### src/rtl/core/ptb_pkg.sv
// ----------------------------------------------------------------------------
// ptb_pkg : shared types and constants of the periodic timer bank
// Result kinds, request opcodes, cell control word and default sizing.
// ----------------------------------------------------------------------------
package ptb_pkg;

   localparam int SLOTS_DEF     = 16;
   localparam int COUNT_W       = 32;
   localparam int STEP_W        = 12;
   localparam int SLOT_FIELD_W  = 4;
   localparam logic [STEP_W-1:0] STEP_RESET = 12'd1;

   // request word opcodes (req_tuser[0])
   localparam logic OP_TICK     = 1'b0;
   localparam logic OP_REGISTER = 1'b1;

   typedef enum logic [1:0] {
      KIND_REGISTERED = 2'd0,
      KIND_REFUSED    = 2'd1,
      KIND_FIRED      = 2'd2
   } kind_type;

   // Broadcast control word from the sequencer to every timer cell.
   typedef struct packed {
      logic               write;    // load period and expiry into the selected cell
      logic               start;    // place the visit token on the newest slot
      logic               step;     // token moves one cell down
      logic               wrapped;  // tick count wrapped on this tick
      logic [COUNT_W-1:0] count;    // current tick count
      logic [COUNT_W-1:0] data;     // interval word for a write
   } ctl_type;

endpackage

### src/rtl/core/ptb_cell.sv
// ----------------------------------------------------------------------------
// ptb_cell : one timer slot
// Holds period and expiry, takes the visit token from its upper neighbour.
// ----------------------------------------------------------------------------
module ptb_cell (
   input  logic             clock,
   input  logic             reset,
   input  ptb_pkg::ctl_type ctl,
   input  logic             write_sel,
   input  logic             start_sel,
   input  logic             token_in,
   output logic             token_out,
   output logic             fire
);
   import ptb_pkg::*;

   logic               token_ff, token_in_nxt;
   logic [COUNT_W-1:0] period_ff;
   logic [COUNT_W-1:0] expiry_ff;
   logic               due;

   assign due       = ctl.wrapped || (ctl.count >= expiry_ff);
   assign fire      = token_ff && due;
   assign token_out = token_ff;

   always_comb begin
      token_in_nxt = token_ff;
      if (ctl.start) begin
         token_in_nxt = start_sel;
      end else if (ctl.step) begin
         token_in_nxt = token_in;
      end
   end

   always_ff @(posedge clock) begin
      if (reset) begin
         token_ff <= 1'b0;
      end else begin
         token_ff <= token_in_nxt;
      end
   end

   // payload, no reset: only claimed slots are ever visited
   always_ff @(posedge clock) begin
      if (ctl.write && write_sel) begin
         period_ff <= ctl.data;
         expiry_ff <= ctl.count + ctl.data;
      end else if (ctl.step && fire) begin
         expiry_ff <= ctl.count + period_ff;
      end
   end

endmodule

### src/rtl/core/ptb_chain.sv
// ----------------------------------------------------------------------------
// ptb_chain : row of timer cells
// Token walks from the newest claimed slot down to slot 0, one cell a cycle unless the walk is stalled.
// ----------------------------------------------------------------------------
module ptb_chain #(
   parameter int SLOTS  = ptb_pkg::SLOTS_DEF,
   parameter int USED_W = $clog2(SLOTS + 1)
) (
   input  logic              clock,
   input  logic              reset,
   input  ptb_pkg::ctl_type  ctl,
   input  logic [USED_W-1:0] used,
   output logic              fire_any
);
   import ptb_pkg::*;

   logic [SLOTS-1:0] token;
   logic [SLOTS-1:0] fire;
   logic [SLOTS:0]   token_link;

   assign token_link[SLOTS] = 1'b0;   // nothing above the top cell

   for (genvar i = 0; i < SLOTS; i++) begin : g_cell
      ptb_cell u_cell (
         .clock     (clock),
         .reset     (reset),
         .ctl       (ctl),
         .write_sel (used == USED_W'(i)),
         .start_sel (used == USED_W'(i + 1)),
         .token_in  (token_link[i+1]),
         .token_out (token[i]),
         .fire      (fire[i])
      );
      assign token_link[i] = token[i];
   end

   assign fire_any = |fire;

   a_token_single : assert property (@(posedge clock) disable iff (reset)
      $onehot0(token))
      else $error("more than one visit token in the chain");

   a_fire_token : assert property (@(posedge clock) disable iff (reset)
      fire_any |-> (token != '0))
      else $error("fire without a visit token");

   a_token_hold : assert property (@(posedge clock) disable iff (reset)
      (!ctl.start && !ctl.step) |=> $stable(token))
      else $error("token moved without a step");

endmodule

### src/rtl/core/periodic_timer_bank_top.sv
// ----------------------------------------------------------------------------
// periodic_timer_bank_top : bank of periodic timers on a 32-bit tick count
// Register word: result passes the pending register, then the output register.
// Tick word: accept, walk (if any slot is claimed) from the newest claimed slot down
//   to slot 0, flush. A fire result is held until the next fire or the flush;
//   back-pressure stalls the walk only while that held result is stuck.
// Reset (synchronous, high): no slots claimed, tick count 0, tick_step 1;
//   slot stores are not cleared, unclaimed slots are never visited.
// ----------------------------------------------------------------------------
module periodic_timer_bank_top #(
   parameter int SLOTS = ptb_pkg::SLOTS_DEF
) (
   input  logic        clock,
   input  logic        reset,
   // request channel
   input  logic        req_tvalid,
   output logic        req_tready,
   input  logic [31:0] req_tdata,   // [31:0] interval
   input  logic [0:0]  req_tuser,   // [0] opcode: 0 tick, 1 register
   // result channel
   output logic        rsp_tvalid,
   input  logic        rsp_tready,
   output logic [39:0] rsp_tdata,   // [3:0] slot, [35:4] tick_count, [39:36] zero
   output logic [1:0]  rsp_tuser,   // [1:0] kind
   output logic        rsp_tlast,   // last result of this request word
   // configuration: tick_step
   input  logic        csr_valid,
   output logic        csr_ready,
   input  logic [11:0] csr_data
);
   import ptb_pkg::*;

   localparam int USED_W = $clog2(SLOTS + 1);
   localparam int IDX_W  = (SLOTS > 1) ? $clog2(SLOTS) : 1;

   typedef enum logic [2:0] {
      ST_IDLE  = 3'b001,
      ST_WALK  = 3'b010,
      ST_FLUSH = 3'b100
   } state_type;

   state_type          state_ff, state_in;
   logic [USED_W-1:0]  used_ff, used_in;
   logic [COUNT_W-1:0] count_ff, count_in;
   logic               wrapped_ff, wrapped_in;
   logic [STEP_W-1:0]  step_ff;
   logic [IDX_W-1:0]   idx_ff, idx_in;

   // pending result: held until the next fire or the flush so tlast can be decided
   logic               pend_valid_ff, pend_valid_in;
   kind_type           pend_kind_ff, pend_kind_in;
   logic [SLOT_FIELD_W-1:0] pend_slot_ff, pend_slot_in;

   // output register
   logic               rsp_valid_ff, rsp_valid_in;
   kind_type           rsp_kind_ff, rsp_kind_in;
   logic [SLOT_FIELD_W-1:0] rsp_slot_ff, rsp_slot_in;
   logic [COUNT_W-1:0] rsp_count_ff, rsp_count_in;
   logic               rsp_last_ff, rsp_last_in;

   ctl_type            ctl;
   logic               fire_any;
   logic               accept;
   logic               out_free;
   logic               push;
   logic               push_last;
   logic               walk_step;
   logic [COUNT_W:0]   tick_sum;
   logic [USED_W-1:0]  used_m1;
   logic [IDX_W+SLOT_FIELD_W-1:0]  idx_ext;
   logic [USED_W+SLOT_FIELD_W-1:0] used_ext;

   assign req_tready = (state_ff == ST_IDLE);
   assign accept     = req_tvalid && req_tready;
   assign csr_ready  = 1'b1;
   assign out_free   = !rsp_valid_ff || rsp_tready;

   // walk advances unless a held result has nowhere to go
   assign walk_step  = (state_ff == ST_WALK) && (!pend_valid_ff || out_free);

   assign tick_sum = {1'b0, count_ff} + {{(COUNT_W + 1 - STEP_W){1'b0}}, step_ff};
   assign used_m1  = used_ff - USED_W'(1);
   // slot numbers are reported modulo 16
   assign idx_ext  = {{SLOT_FIELD_W{1'b0}}, idx_ff};
   assign used_ext = {{SLOT_FIELD_W{1'b0}}, used_ff};

   always_comb begin
      ctl.write   = accept && (req_tuser[0] == OP_REGISTER) && (used_ff < USED_W'(SLOTS));
      ctl.start   = accept && (req_tuser[0] == OP_TICK);
      ctl.step    = walk_step;
      ctl.wrapped = wrapped_ff;
      ctl.count   = count_ff;
      ctl.data    = req_tdata;
   end

   ptb_chain #(
      .SLOTS  (SLOTS),
      .USED_W (USED_W)
   ) u_chain (
      .clock    (clock),
      .reset    (reset),
      .ctl      (ctl),
      .used     (used_ff),
      .fire_any (fire_any)
   );

   // sequencer
   always_comb begin
      state_in      = state_ff;
      used_in       = used_ff;
      count_in      = count_ff;
      wrapped_in    = wrapped_ff;
      idx_in        = idx_ff;
      pend_valid_in = pend_valid_ff;
      pend_kind_in  = pend_kind_ff;
      pend_slot_in  = pend_slot_ff;
      push          = 1'b0;
      push_last     = 1'b0;
      case (state_ff)
         ST_IDLE: begin
            if (accept) begin
               if (req_tuser[0] == OP_REGISTER) begin
                  pend_valid_in = 1'b1;
                  if (used_ff < USED_W'(SLOTS)) begin
                     pend_kind_in = KIND_REGISTERED;
                     pend_slot_in = used_ext[SLOT_FIELD_W-1:0];
                     used_in      = used_ff + USED_W'(1);
                  end else begin
                     pend_kind_in = KIND_REFUSED;
                     pend_slot_in = '0;
                  end
                  state_in = ST_FLUSH;
               end else begin
                  count_in   = tick_sum[COUNT_W-1:0];
                  wrapped_in = tick_sum[COUNT_W];
                  idx_in     = used_m1[IDX_W-1:0];
                  state_in   = (used_ff != '0) ? ST_WALK : ST_FLUSH;
               end
            end
         end
         ST_WALK: begin
            if (walk_step) begin
               if (fire_any) begin
                  // older held result is not last: another one follows
                  push          = pend_valid_ff;
                  pend_valid_in = 1'b1;
                  pend_kind_in  = KIND_FIRED;
                  pend_slot_in  = idx_ext[SLOT_FIELD_W-1:0];
               end
               if (idx_ff == '0) begin
                  state_in = ST_FLUSH;
               end else begin
                  idx_in = idx_ff - IDX_W'(1);
               end
            end
         end
         ST_FLUSH: begin
            if (!pend_valid_ff) begin
               state_in = ST_IDLE;      // tick with nothing due
            end else if (out_free) begin
               push          = 1'b1;
               push_last     = 1'b1;
               pend_valid_in = 1'b0;
               state_in      = ST_IDLE;
            end
         end
         default: begin
            state_in = ST_IDLE;
         end
      endcase
   end

   // output register: loads from the pending slot
   always_comb begin
      rsp_valid_in = rsp_valid_ff;
      rsp_kind_in  = rsp_kind_ff;
      rsp_slot_in  = rsp_slot_ff;
      rsp_count_in = rsp_count_ff;
      rsp_last_in  = rsp_last_ff;
      if (out_free) begin
         rsp_valid_in = push;
      end
      if (push) begin
         rsp_kind_in  = pend_kind_ff;
         rsp_slot_in  = pend_slot_ff;
         rsp_count_in = count_ff;
         rsp_last_in  = push_last;
      end
   end

   always_ff @(posedge clock) begin
      if (reset) begin
         state_ff      <= ST_IDLE;
         used_ff       <= '0;
         count_ff      <= '0;
         wrapped_ff    <= 1'b0;
         step_ff       <= STEP_RESET;
         pend_valid_ff <= 1'b0;
         rsp_valid_ff  <= 1'b0;
      end else begin
         state_ff      <= state_in;
         used_ff       <= used_in;
         count_ff      <= count_in;
         wrapped_ff    <= wrapped_in;
         pend_valid_ff <= pend_valid_in;
         rsp_valid_ff  <= rsp_valid_in;
         if (csr_valid && csr_ready) begin
            step_ff <= csr_data;
         end
      end
   end

   always_ff @(posedge clock) begin
      idx_ff       <= idx_in;
      pend_kind_ff <= pend_kind_in;
      pend_slot_ff <= pend_slot_in;
      rsp_kind_ff  <= rsp_kind_in;
      rsp_slot_ff  <= rsp_slot_in;
      rsp_count_ff <= rsp_count_in;
      rsp_last_ff  <= rsp_last_in;
   end

   assign rsp_tvalid = rsp_valid_ff;
   assign rsp_tuser  = rsp_kind_ff;
   assign rsp_tlast  = rsp_last_ff;
   assign rsp_tdata  = {4'b0000, rsp_count_ff, rsp_slot_ff};

   a_idle_clear : assert property (@(posedge clock) disable iff (reset)
      (state_ff == ST_IDLE) |-> !pend_valid_ff)
      else $error("held result left over in idle");

   a_used_range : assert property (@(posedge clock) disable iff (reset)
      used_ff <= USED_W'(SLOTS))
      else $error("slot count beyond table size");

   a_walk_stall : assert property (@(posedge clock) disable iff (reset)
      ((state_ff == ST_WALK) && pend_valid_ff && rsp_valid_ff && !rsp_tready)
      |=> $stable(idx_ff) && (state_ff == ST_WALK))
      else $error("walk advanced while output blocked");

endmodule
### config.mk
export PLATFORM = sky130hd
export DESIGN_NAME = periodic_timer_bank_top
export DESIGN_NICKNAME = d
export VERILOG_FILES = /design/src/rtl/core/ptb_pkg.sv /design/src/rtl/core/ptb_cell.sv /design/src/rtl/core/ptb_chain.sv /design/src/rtl/core/periodic_timer_bank_top.sv
export SDC_FILE = /design/constraint.sdc
export NUM_CORES = 2
export LEC_CHECK = 0
export ABC_AREA = 1
export BUFFER_PORTS_ARGS = -buffer_cell sky130_fd_sc_hd__buf_2
export CAP_MARGIN = 20
export CELL_PAD_IN_SITES_DETAIL_PLACEMENT = 1
export CELL_PAD_IN_SITES_GLOBAL_PLACEMENT = 1
export CORE_MARGIN = 5
export CORE_UTILIZATION = 50
export DETAILED_ROUTE_END_ITERATION = 16
export PLACE_DENSITY = 0.79
export SKIP_CTS_REPAIR_TIMING = 1
export SYNTH_ARGS = -nofsm -noshare
export SYNTH_HDL_FRONTEND = slang
export SYNTH_SLANG_ARGS = --single-unit
export TNS_END_PERCENT = 20
### constraint.sdc
create_clock -name clock -period 5.4 [get_ports clock]
set_input_delay 1.08 -clock clock [delete_from_list [all_inputs] [get_ports clock]]
set_output_delay 1.08 -clock clock [all_outputs]
set_load 0.03 [all_outputs]
* Word level (Yosys, flattened, before mapping)
Index checks and enable logic that the tools add are counted.
Storage, ports and cells: memories kept 0, input bits 50, bits in latches 0, word-level logic and storage cells 331, bits in writable memories 0, register bits 1144, bits in read-only memories 0, output and inout bits 46
Cells by class: multiply operators 0, bitwise operators 1, add/subtract/negate cells 21, reductions and logical operators 102, muxes and demuxes 101, equal/unequal tests 27, shifts and indexed selects 0, order comparisons 17, div/mod/pow operators 0
Operator list (count):
- $mux W32 | 32
- $add A32 B32 Y32 | 17
- $ge A32 B32 Y1 | 16
- $logic_and A1 B1 Y1 | 53
- $mux W1 | 43
- $eq A5 B4 Y1 const B | 8
- $mux W4 | 9
- $reduce_bool A2 Y1 | 18
- $add A32 B12 Y33 | 1
- $mux W3 | 7
- $eq A5 B3 Y1 const B | 4
- $logic_or A1 B1 Y1 | 18
- $pmux W4 S2 | 2
- $reduce_or A16 Y1 | 1
- $reduce_and A5 Y1 | 3
- $eq A5 B2 Y1 const B | 2
- $pmux W3 S3 | 1
- $mux W2 | 4
- $ne A2 B2 Y1 const B | 4
- $reduce_and A4 Y1 | 2
- $sub A4 B1 Y4 const B | 2
- $ne A2 B1 Y1 const B | 3
- $add A5 B1 Y5 const B | 1
- $eq A5 B1 Y1 const B | 1
- other kinds (16) | 17

* Logic depth before layout (Yosys ltp)
word-level depth 7, gate-level depth with buffers 23, mapped depth without buffers 23

* Modules after synthesis
A second synthesis with hierarchy kept.
Second synthesis, totals: cells, all modules 11115, area, all modules 87361.3 um^2
By module, submodules not included:
- ptb_cell (u_chain.g_cell[10].u_cell ...) | area each 5138.7 um^2, times used 6, cells each 652, seq. area each 1941.9 um^2
- ptb_cell (u_chain.g_cell[0].u_cell ...) | area each 5139.9 um^2, times used 4, cells each 662, seq. area each 1941.9 um^2
- ptb_cell (u_chain.g_cell[6].u_cell ...) | area each 5114.9 um^2, times used 4, cells each 653, seq. area each 1941.9 um^2
- ptb_cell (u_chain.g_cell[11].u_cell) | area each 5175.0 um^2, times used 1, cells each 655, seq. area each 1941.9 um^2
- ptb_cell (u_chain.g_cell[5].u_cell) | area each 5079.9 um^2, times used 1, cells each 640, seq. area each 1941.9 um^2
- periodic_timer_bank_top | area each 5052.3 um^2, times used 1, cells each 601, seq. area each 2572.5 um^2
- ptb_chain | area each 202.7 um^2, times used 1, cells each 47, seq. area each 0.0 um^2

* Worst setup path after synthesis
Ideal clock, no wire load.
path kind reg2reg, start point reg count_ff[30], end point reg u_chain.g_cell[2].u_cell.expiry_ff[0], enable pin, slack 704 ps, required time 4934 ps, stages on the path, launching flop included 10, library setup time 466 ps, period minus slack after synthesis 4696 ps, buffers on the path 0, arrival 4231 ps, cell sequence dfxtp_1 ha_1 nand2_1 nor2_1 nor3b_1 and3_1 nand2_1 nand2_1 nand2_1 o21ai_0
Between the ends: longest elaborated chain between the ends 5
Ends and longest elaborated chain:
- start: declaration | RTL line periodic_timer_bank_top.sv:44 | logic [COUNT_W-1:0] count_ff, count_in;
- start signal: assignment | RTL line periodic_timer_bank_top.sv:203 | count_ff <= count_in;
- $ge A32 B32 Y1 | RTL line ptb_cell.sv:22 | assign due = ctl.wrapped || (ctl.count >= expiry_ff);
- $logic_or A1 B1 Y1 | RTL line ptb_cell.sv:22
- $logic_and A1 B1 Y1 | RTL line ptb_cell.sv:23 | assign fire = token_ff && due;
- $logic_and A1 B1 Y1 | RTL line ptb_cell.sv:48 | end else if (ctl.step && fire) begin
- $reduce_bool A2 Y1 (no line)
- end signal: assignment | RTL line ptb_cell.sv:47 | expiry_ff <= ctl.count + ctl.data;
- end signal: assignment | RTL line ptb_cell.sv:49 | expiry_ff <= ctl.count + period_ff;
- end: declaration | RTL line ptb_cell.sv:19 | logic [COUNT_W-1:0] expiry_ff;
Every way passes these cells. A chain may end at the register's enable or synchronous reset.

* Worst setup path after layout
start point reg count_ff[13], end point reg u_chain.g_cell[4].u_cell.expiry_ff[18], data pin
Between the ends: longest elaborated chain between the ends 3, elaborated cells on any way between the ends 4, those cells by class add/sub: 2; mux: 2
Ends and longest elaborated chain:
- $add A32 B32 Y32 | RTL line ptb_cell.sv:49
- $mux W32 | RTL line ptb_cell.sv:48
- $mux W32 (*) | RTL line ptb_cell.sv:45 | if (ctl.write && write_sel) begin
- end signal: assignment | RTL line ptb_cell.sv:47
- end signal: assignment | RTL line ptb_cell.sv:49
- end: declaration | RTL line ptb_cell.sv:19
Every way passes the cells marked *; elsewhere a longest branch is shown, timed or not. The select of a mux whose other input is x is not followed.

==> metrics.md <==
| Metric | Value |
|---|---|
| Sequential area share after synthesis | a little over 40% |
| Synthesized instance count | 9883 |
| Row cnt | 150 |
| Initial antenna violation count | 53 |
| Mapped Area | between 80000 and 90000 µm² |
| Core Area | between 150000 and 200000 µm² |
| Pwr dens | 293 nW/µm² |
| GR Overflow Total | 0 |
| Pre-Repair DR Iteration Count | 6 |
| R2r endpoint | u_chain.g_cell[4].u_cell.expiry_ff[18]$_DFFE_PP_ |
| DRC Markers | 0 |
| Final hold violations | 0 |
| Critical-path maximum fanout | 18 |
| Die width | around 420 µm |
| Gp weighted congestion | around 0.99 |
| Initial DRC Count | 10.0k |
| Post-synth ARST share | 0% |
| Largest net degree at the start of global routing | 52 |
| Share of layout cells above drive strength 1 | under 10% |
| Fmax | 223 MHz |
| Setup slack, reg-to-reg | about 0.9 ns |
| Slew Limit Fails | 0 |
| Global-route wire length before repair | roughly 560 mm |
| Hold/Removal Path Class | reg -> reg |
| Fin crit period | about 4.5 ns |
| CP required | between 6 and 7 ns |
| Post-synth EDFFs | between 1k and 1.5k |
| Final Power | 0.0276 W |
| CTS root buffer | clkbuf_16 |
| DR WL met3 | approximately 47 mm |
| Tot GR Track Use | about 44% |
| Final cell count without fillers | between 10k and 15k |
| Post-DP HPWL | approximately 290 mm |
| Dpl ws | ~0.65 ns |
| Critical path class | reg -> reg |
| WL final | roughly 400 mm |
| Hold Path End | step_ff[0]$_SDFFE_PP1P_ |
| Via/cell ratio | 6.48 |
| Clk_skew | 0.0301 ns |
| Input/output buffers | 90 |
| Setup_tns | 0 ns |
| Number of distinct library cells after synthesis | 64 |
| Final Cycle Share | between 80% and 90% |
| Wl on met1 | 146 mm |
| Clock tree sinks | around 1.1k |
| Syn_area_per_cell | about 8.5 µm² |
| Primary FF master, synth | edfxtp_1 |
| RR Startpoint | count_ff[13]$_SDFFE_PP0P_ |
| RSZ-0062 raised after global routing | false |
| Top Ports | between 90 and 100 |
| Arrival @ worst endpoint | about 5 ns |
| CTS tree | yes |
| Dpl cells | approximately 12k |
| Final worst slack | 0.913 ns |
| Relative slew slack | between 20% and 30% |
| FF/Latch Area | 33800 µm² |
| Area Overhead vs Synth | 12.6% |
| Max Buffers Root-to-Sink | 3 |
| Critical Path Sink Type | register |
| Pleak | 43.8 nW |
| Hold Crit Start | step_ff[0]$_SDFFE_PP1P_ |
| Total number of vias | slightly above 80k |
| Yosys reg bits | roughly 1.1k |
| Worst-Skew Late Latency | between 0.8 and 0.9 ns |
| Cells on worst reg2reg path | 10 |
| Die Y | about 420 µm |
| CTS clk-pin slew, worst paths | 0.06 ns |
| Status | complete, no violations |
| Clock H-tree levels | 4 |
| Met2 wire len | approximately 170 mm |
| Final ANT Viol Nets | 0 |
| Multi-input logic area | 44700 µm² |
| Max cap viols | 0 |
| Highest routed layer | met5 |
| WHS Path Cells | 2 |
| Max VDD drop | about 370 µV |
| Tightest Pin Transition | around 1.2 ns |
| Yosys warns | 0 |
| Nets | 11.3k |
| Starting Density | between 50 and 60% |
| CP Launch Type | register |
| Number of global-route vias before repair | 81.7k |
| Overall die area | about 180000 µm² |
| Routed WL per cell | around 32 µm |
| Final setup viols | 0 |
| Num CTS Buffers | ~140 |
| Fillers | 19.8k |
-- state kept, by name, indices dropped and copies added, names as in the netlist --
| register | count |
|---|---|
| count_ff | 32 |
| idx_ff | 4 |
| pend_kind_ff | 2 |
| pend_slot_ff | 4 |
| pend_valid_ff | 1 |
| rsp_count_ff | 32 |
| rsp_slot_ff | 4 |
| rsp_tlast | 1 |
| rsp_tuser | 2 |
| rsp_tvalid | 1 |
| state_ff | 3 |
| step_ff | 12 |
| u_chain.g_cell.u_cell.expiry_ff | 512 |
| u_chain.g_cell.u_cell.period_ff | 512 |
| u_chain.g_cell.u_cell.token_out | 16 |
| used_ff | 5 |
| wrapped_ff | 1 |
-- per-layer routing --
metal  up-vias  global-route usage (%)
li1      35147                       -
met2      5094                    66.2
met1     40295                    54.7
met3      1387                    11.1
met4        12                    35.3
met5         -                       0
-- cells in the mapped netlist (30+ instances only) --
| library cell | count | area (µm²) |
|---|---|---|
| xor2_1 | 152 | 1330 |
| a21oi_1 | 1014 | 5070 |
| ha_1 | 1057 | 13200 |
| inv_1 | 1298 | 4870 |
| o211ai_1 | 30 | 225 |
| edfxtp_1 | 1073 | 32200 |
| clkbuf_1 | 107 | 402 |
| dfxtp_1 | 71 | 1420 |
| o21bai_1 | 56 | 420 |
| o21ai_1 | 57 | 285 |
| o21ai_0 | 687 | 3440 |
| o21ai_2 | 30 | 263 |
| a21o_1 | 51 | 383 |
| nand4_1 | 90 | 563 |
| nor3_1 | 132 | 661 |
| a31oi_1 | 107 | 669 |
| nor4_1 | 54 | 338 |
| nor2_1 | 721 | 2710 |
| o21a_1 | 117 | 878 |
| xnor2_1 | 113 | 990 |
| nand3_1 | 491 | 2460 |
| buf_2 | 44 | 220 |
| nand2_1 | 1900 | 7130 |
| or2_2 | 134 | 838 |
-- metrics by stage --
| step | utilization [%] | hold WS, ns | cell area [µm²] |
|---|---|---|---|
| 2_1_floorplan | - | 0.400 | 83600 |
| 3_3_place_gp | 53.4 | 0.456 | 89000 |
| 3_5_place_dp | 53.4 | 0.459 | 89000 |
| 4_1_cts | 56.3 | 0.439 | 93900 |
| 5_1_grt | 56.3 | 0.483 | 93900 |
| 6_report | 56.5 | 0.467 | 94100 |
-- final cells by class --
cell class	instances	share of cell area [%]
diodes	107	0.284
clock buffers	184	4.13
clock inverters	74	1.02
inverters	1310	5.22
multi-input cells	7260	47.5
flip-flops and latches	1144	35.9
well taps	2204	2.93
repair buffers	365	3.07
-- layout by cell type (no fill, tap or decap), drive strengths merged, types with 51 or more instances in the layout --
cell and instances:
a21oi 1019, diode 107, o21ai 774, a31oi 107, ha 1057, dfxtp 71, edfxtp 1073, nor2 728
nand3 497, nor3 133, xnor2 115, nor4 56, xor2 152, buf 365, or2 142, o21bai 56
clkbuf 184, nand4 90, a21o 51, nand2 1906, o21a 117, inv 1314
-- power by group --
| group | switching (W) | total [W] | internal, W |
|---|---|---|---|
| Combinational | 0.00492 | 0.00679 | 0.00187 |
| Sequential | 0.000353 | 0.0104 | 0.0101 |
| Clock | 0.00417 | 0.0103 | 0.00617 |
| Total | 0.00945 | 0.0276 | 0.0181 |
-- logic make-up (layout without fill, tap and decap cells) --
family	after synthesis	count (layout)	share of synthesized area, %
mux	3	3	0.0359
other cells	2	112	0.00898
buf+inv	1482	1933	6.82
flops	1144	1144	40.2
simple gates	3603	3603	18.3
compound gates	2307	2307	15.6
xor+xnor	267	267	2.81
fa+ha+maj	1075	1075	16.2
-- worst max-delay path: stages, from the launching register on --
cell and delay, ns:
dfxtp_4 0.91, ha_1 0.40, nand2_1 0.17, nor4_1 0.53, a21oi_1 0.27, inv_1 0.15, a21oi_1 0.07, inv_1 0.06
or2_0 0.82, nand2_4 0.49, o21ai_0 0.34
-- how the worst max path moves through the flow --
stage	startpoint	end
after floorplan	count_ff[30]$_SDFFE_PP0P_	u_chain.g_cell[2].u_cell.expiry_ff[0]$_DFFE_PP_
after global placement	req_tdata[0]	u_chain.g_cell[2].u_cell.expiry_ff[18]$_DFFE_PP_
after detailed placement	req_tdata[0]	u_chain.g_cell[4].u_cell.expiry_ff[18]$_DFFE_PP_
final	count_ff[13]$_SDFFE_PP0P_	u_chain.g_cell[4].u_cell.expiry_ff[18]$_DFFE_PP_
after global routing	count_ff[6]$_SDFFE_PP0P_	u_chain.g_cell[13].u_cell.expiry_ff[18]$_DFFE_PP_
after CTS	count_ff[6]$_SDFFE_PP0P_	u_chain.g_cell[4].u_cell.expiry_ff[18]$_DFFE_PP_
Note: power is estimated with default switching activity, not from simulation.
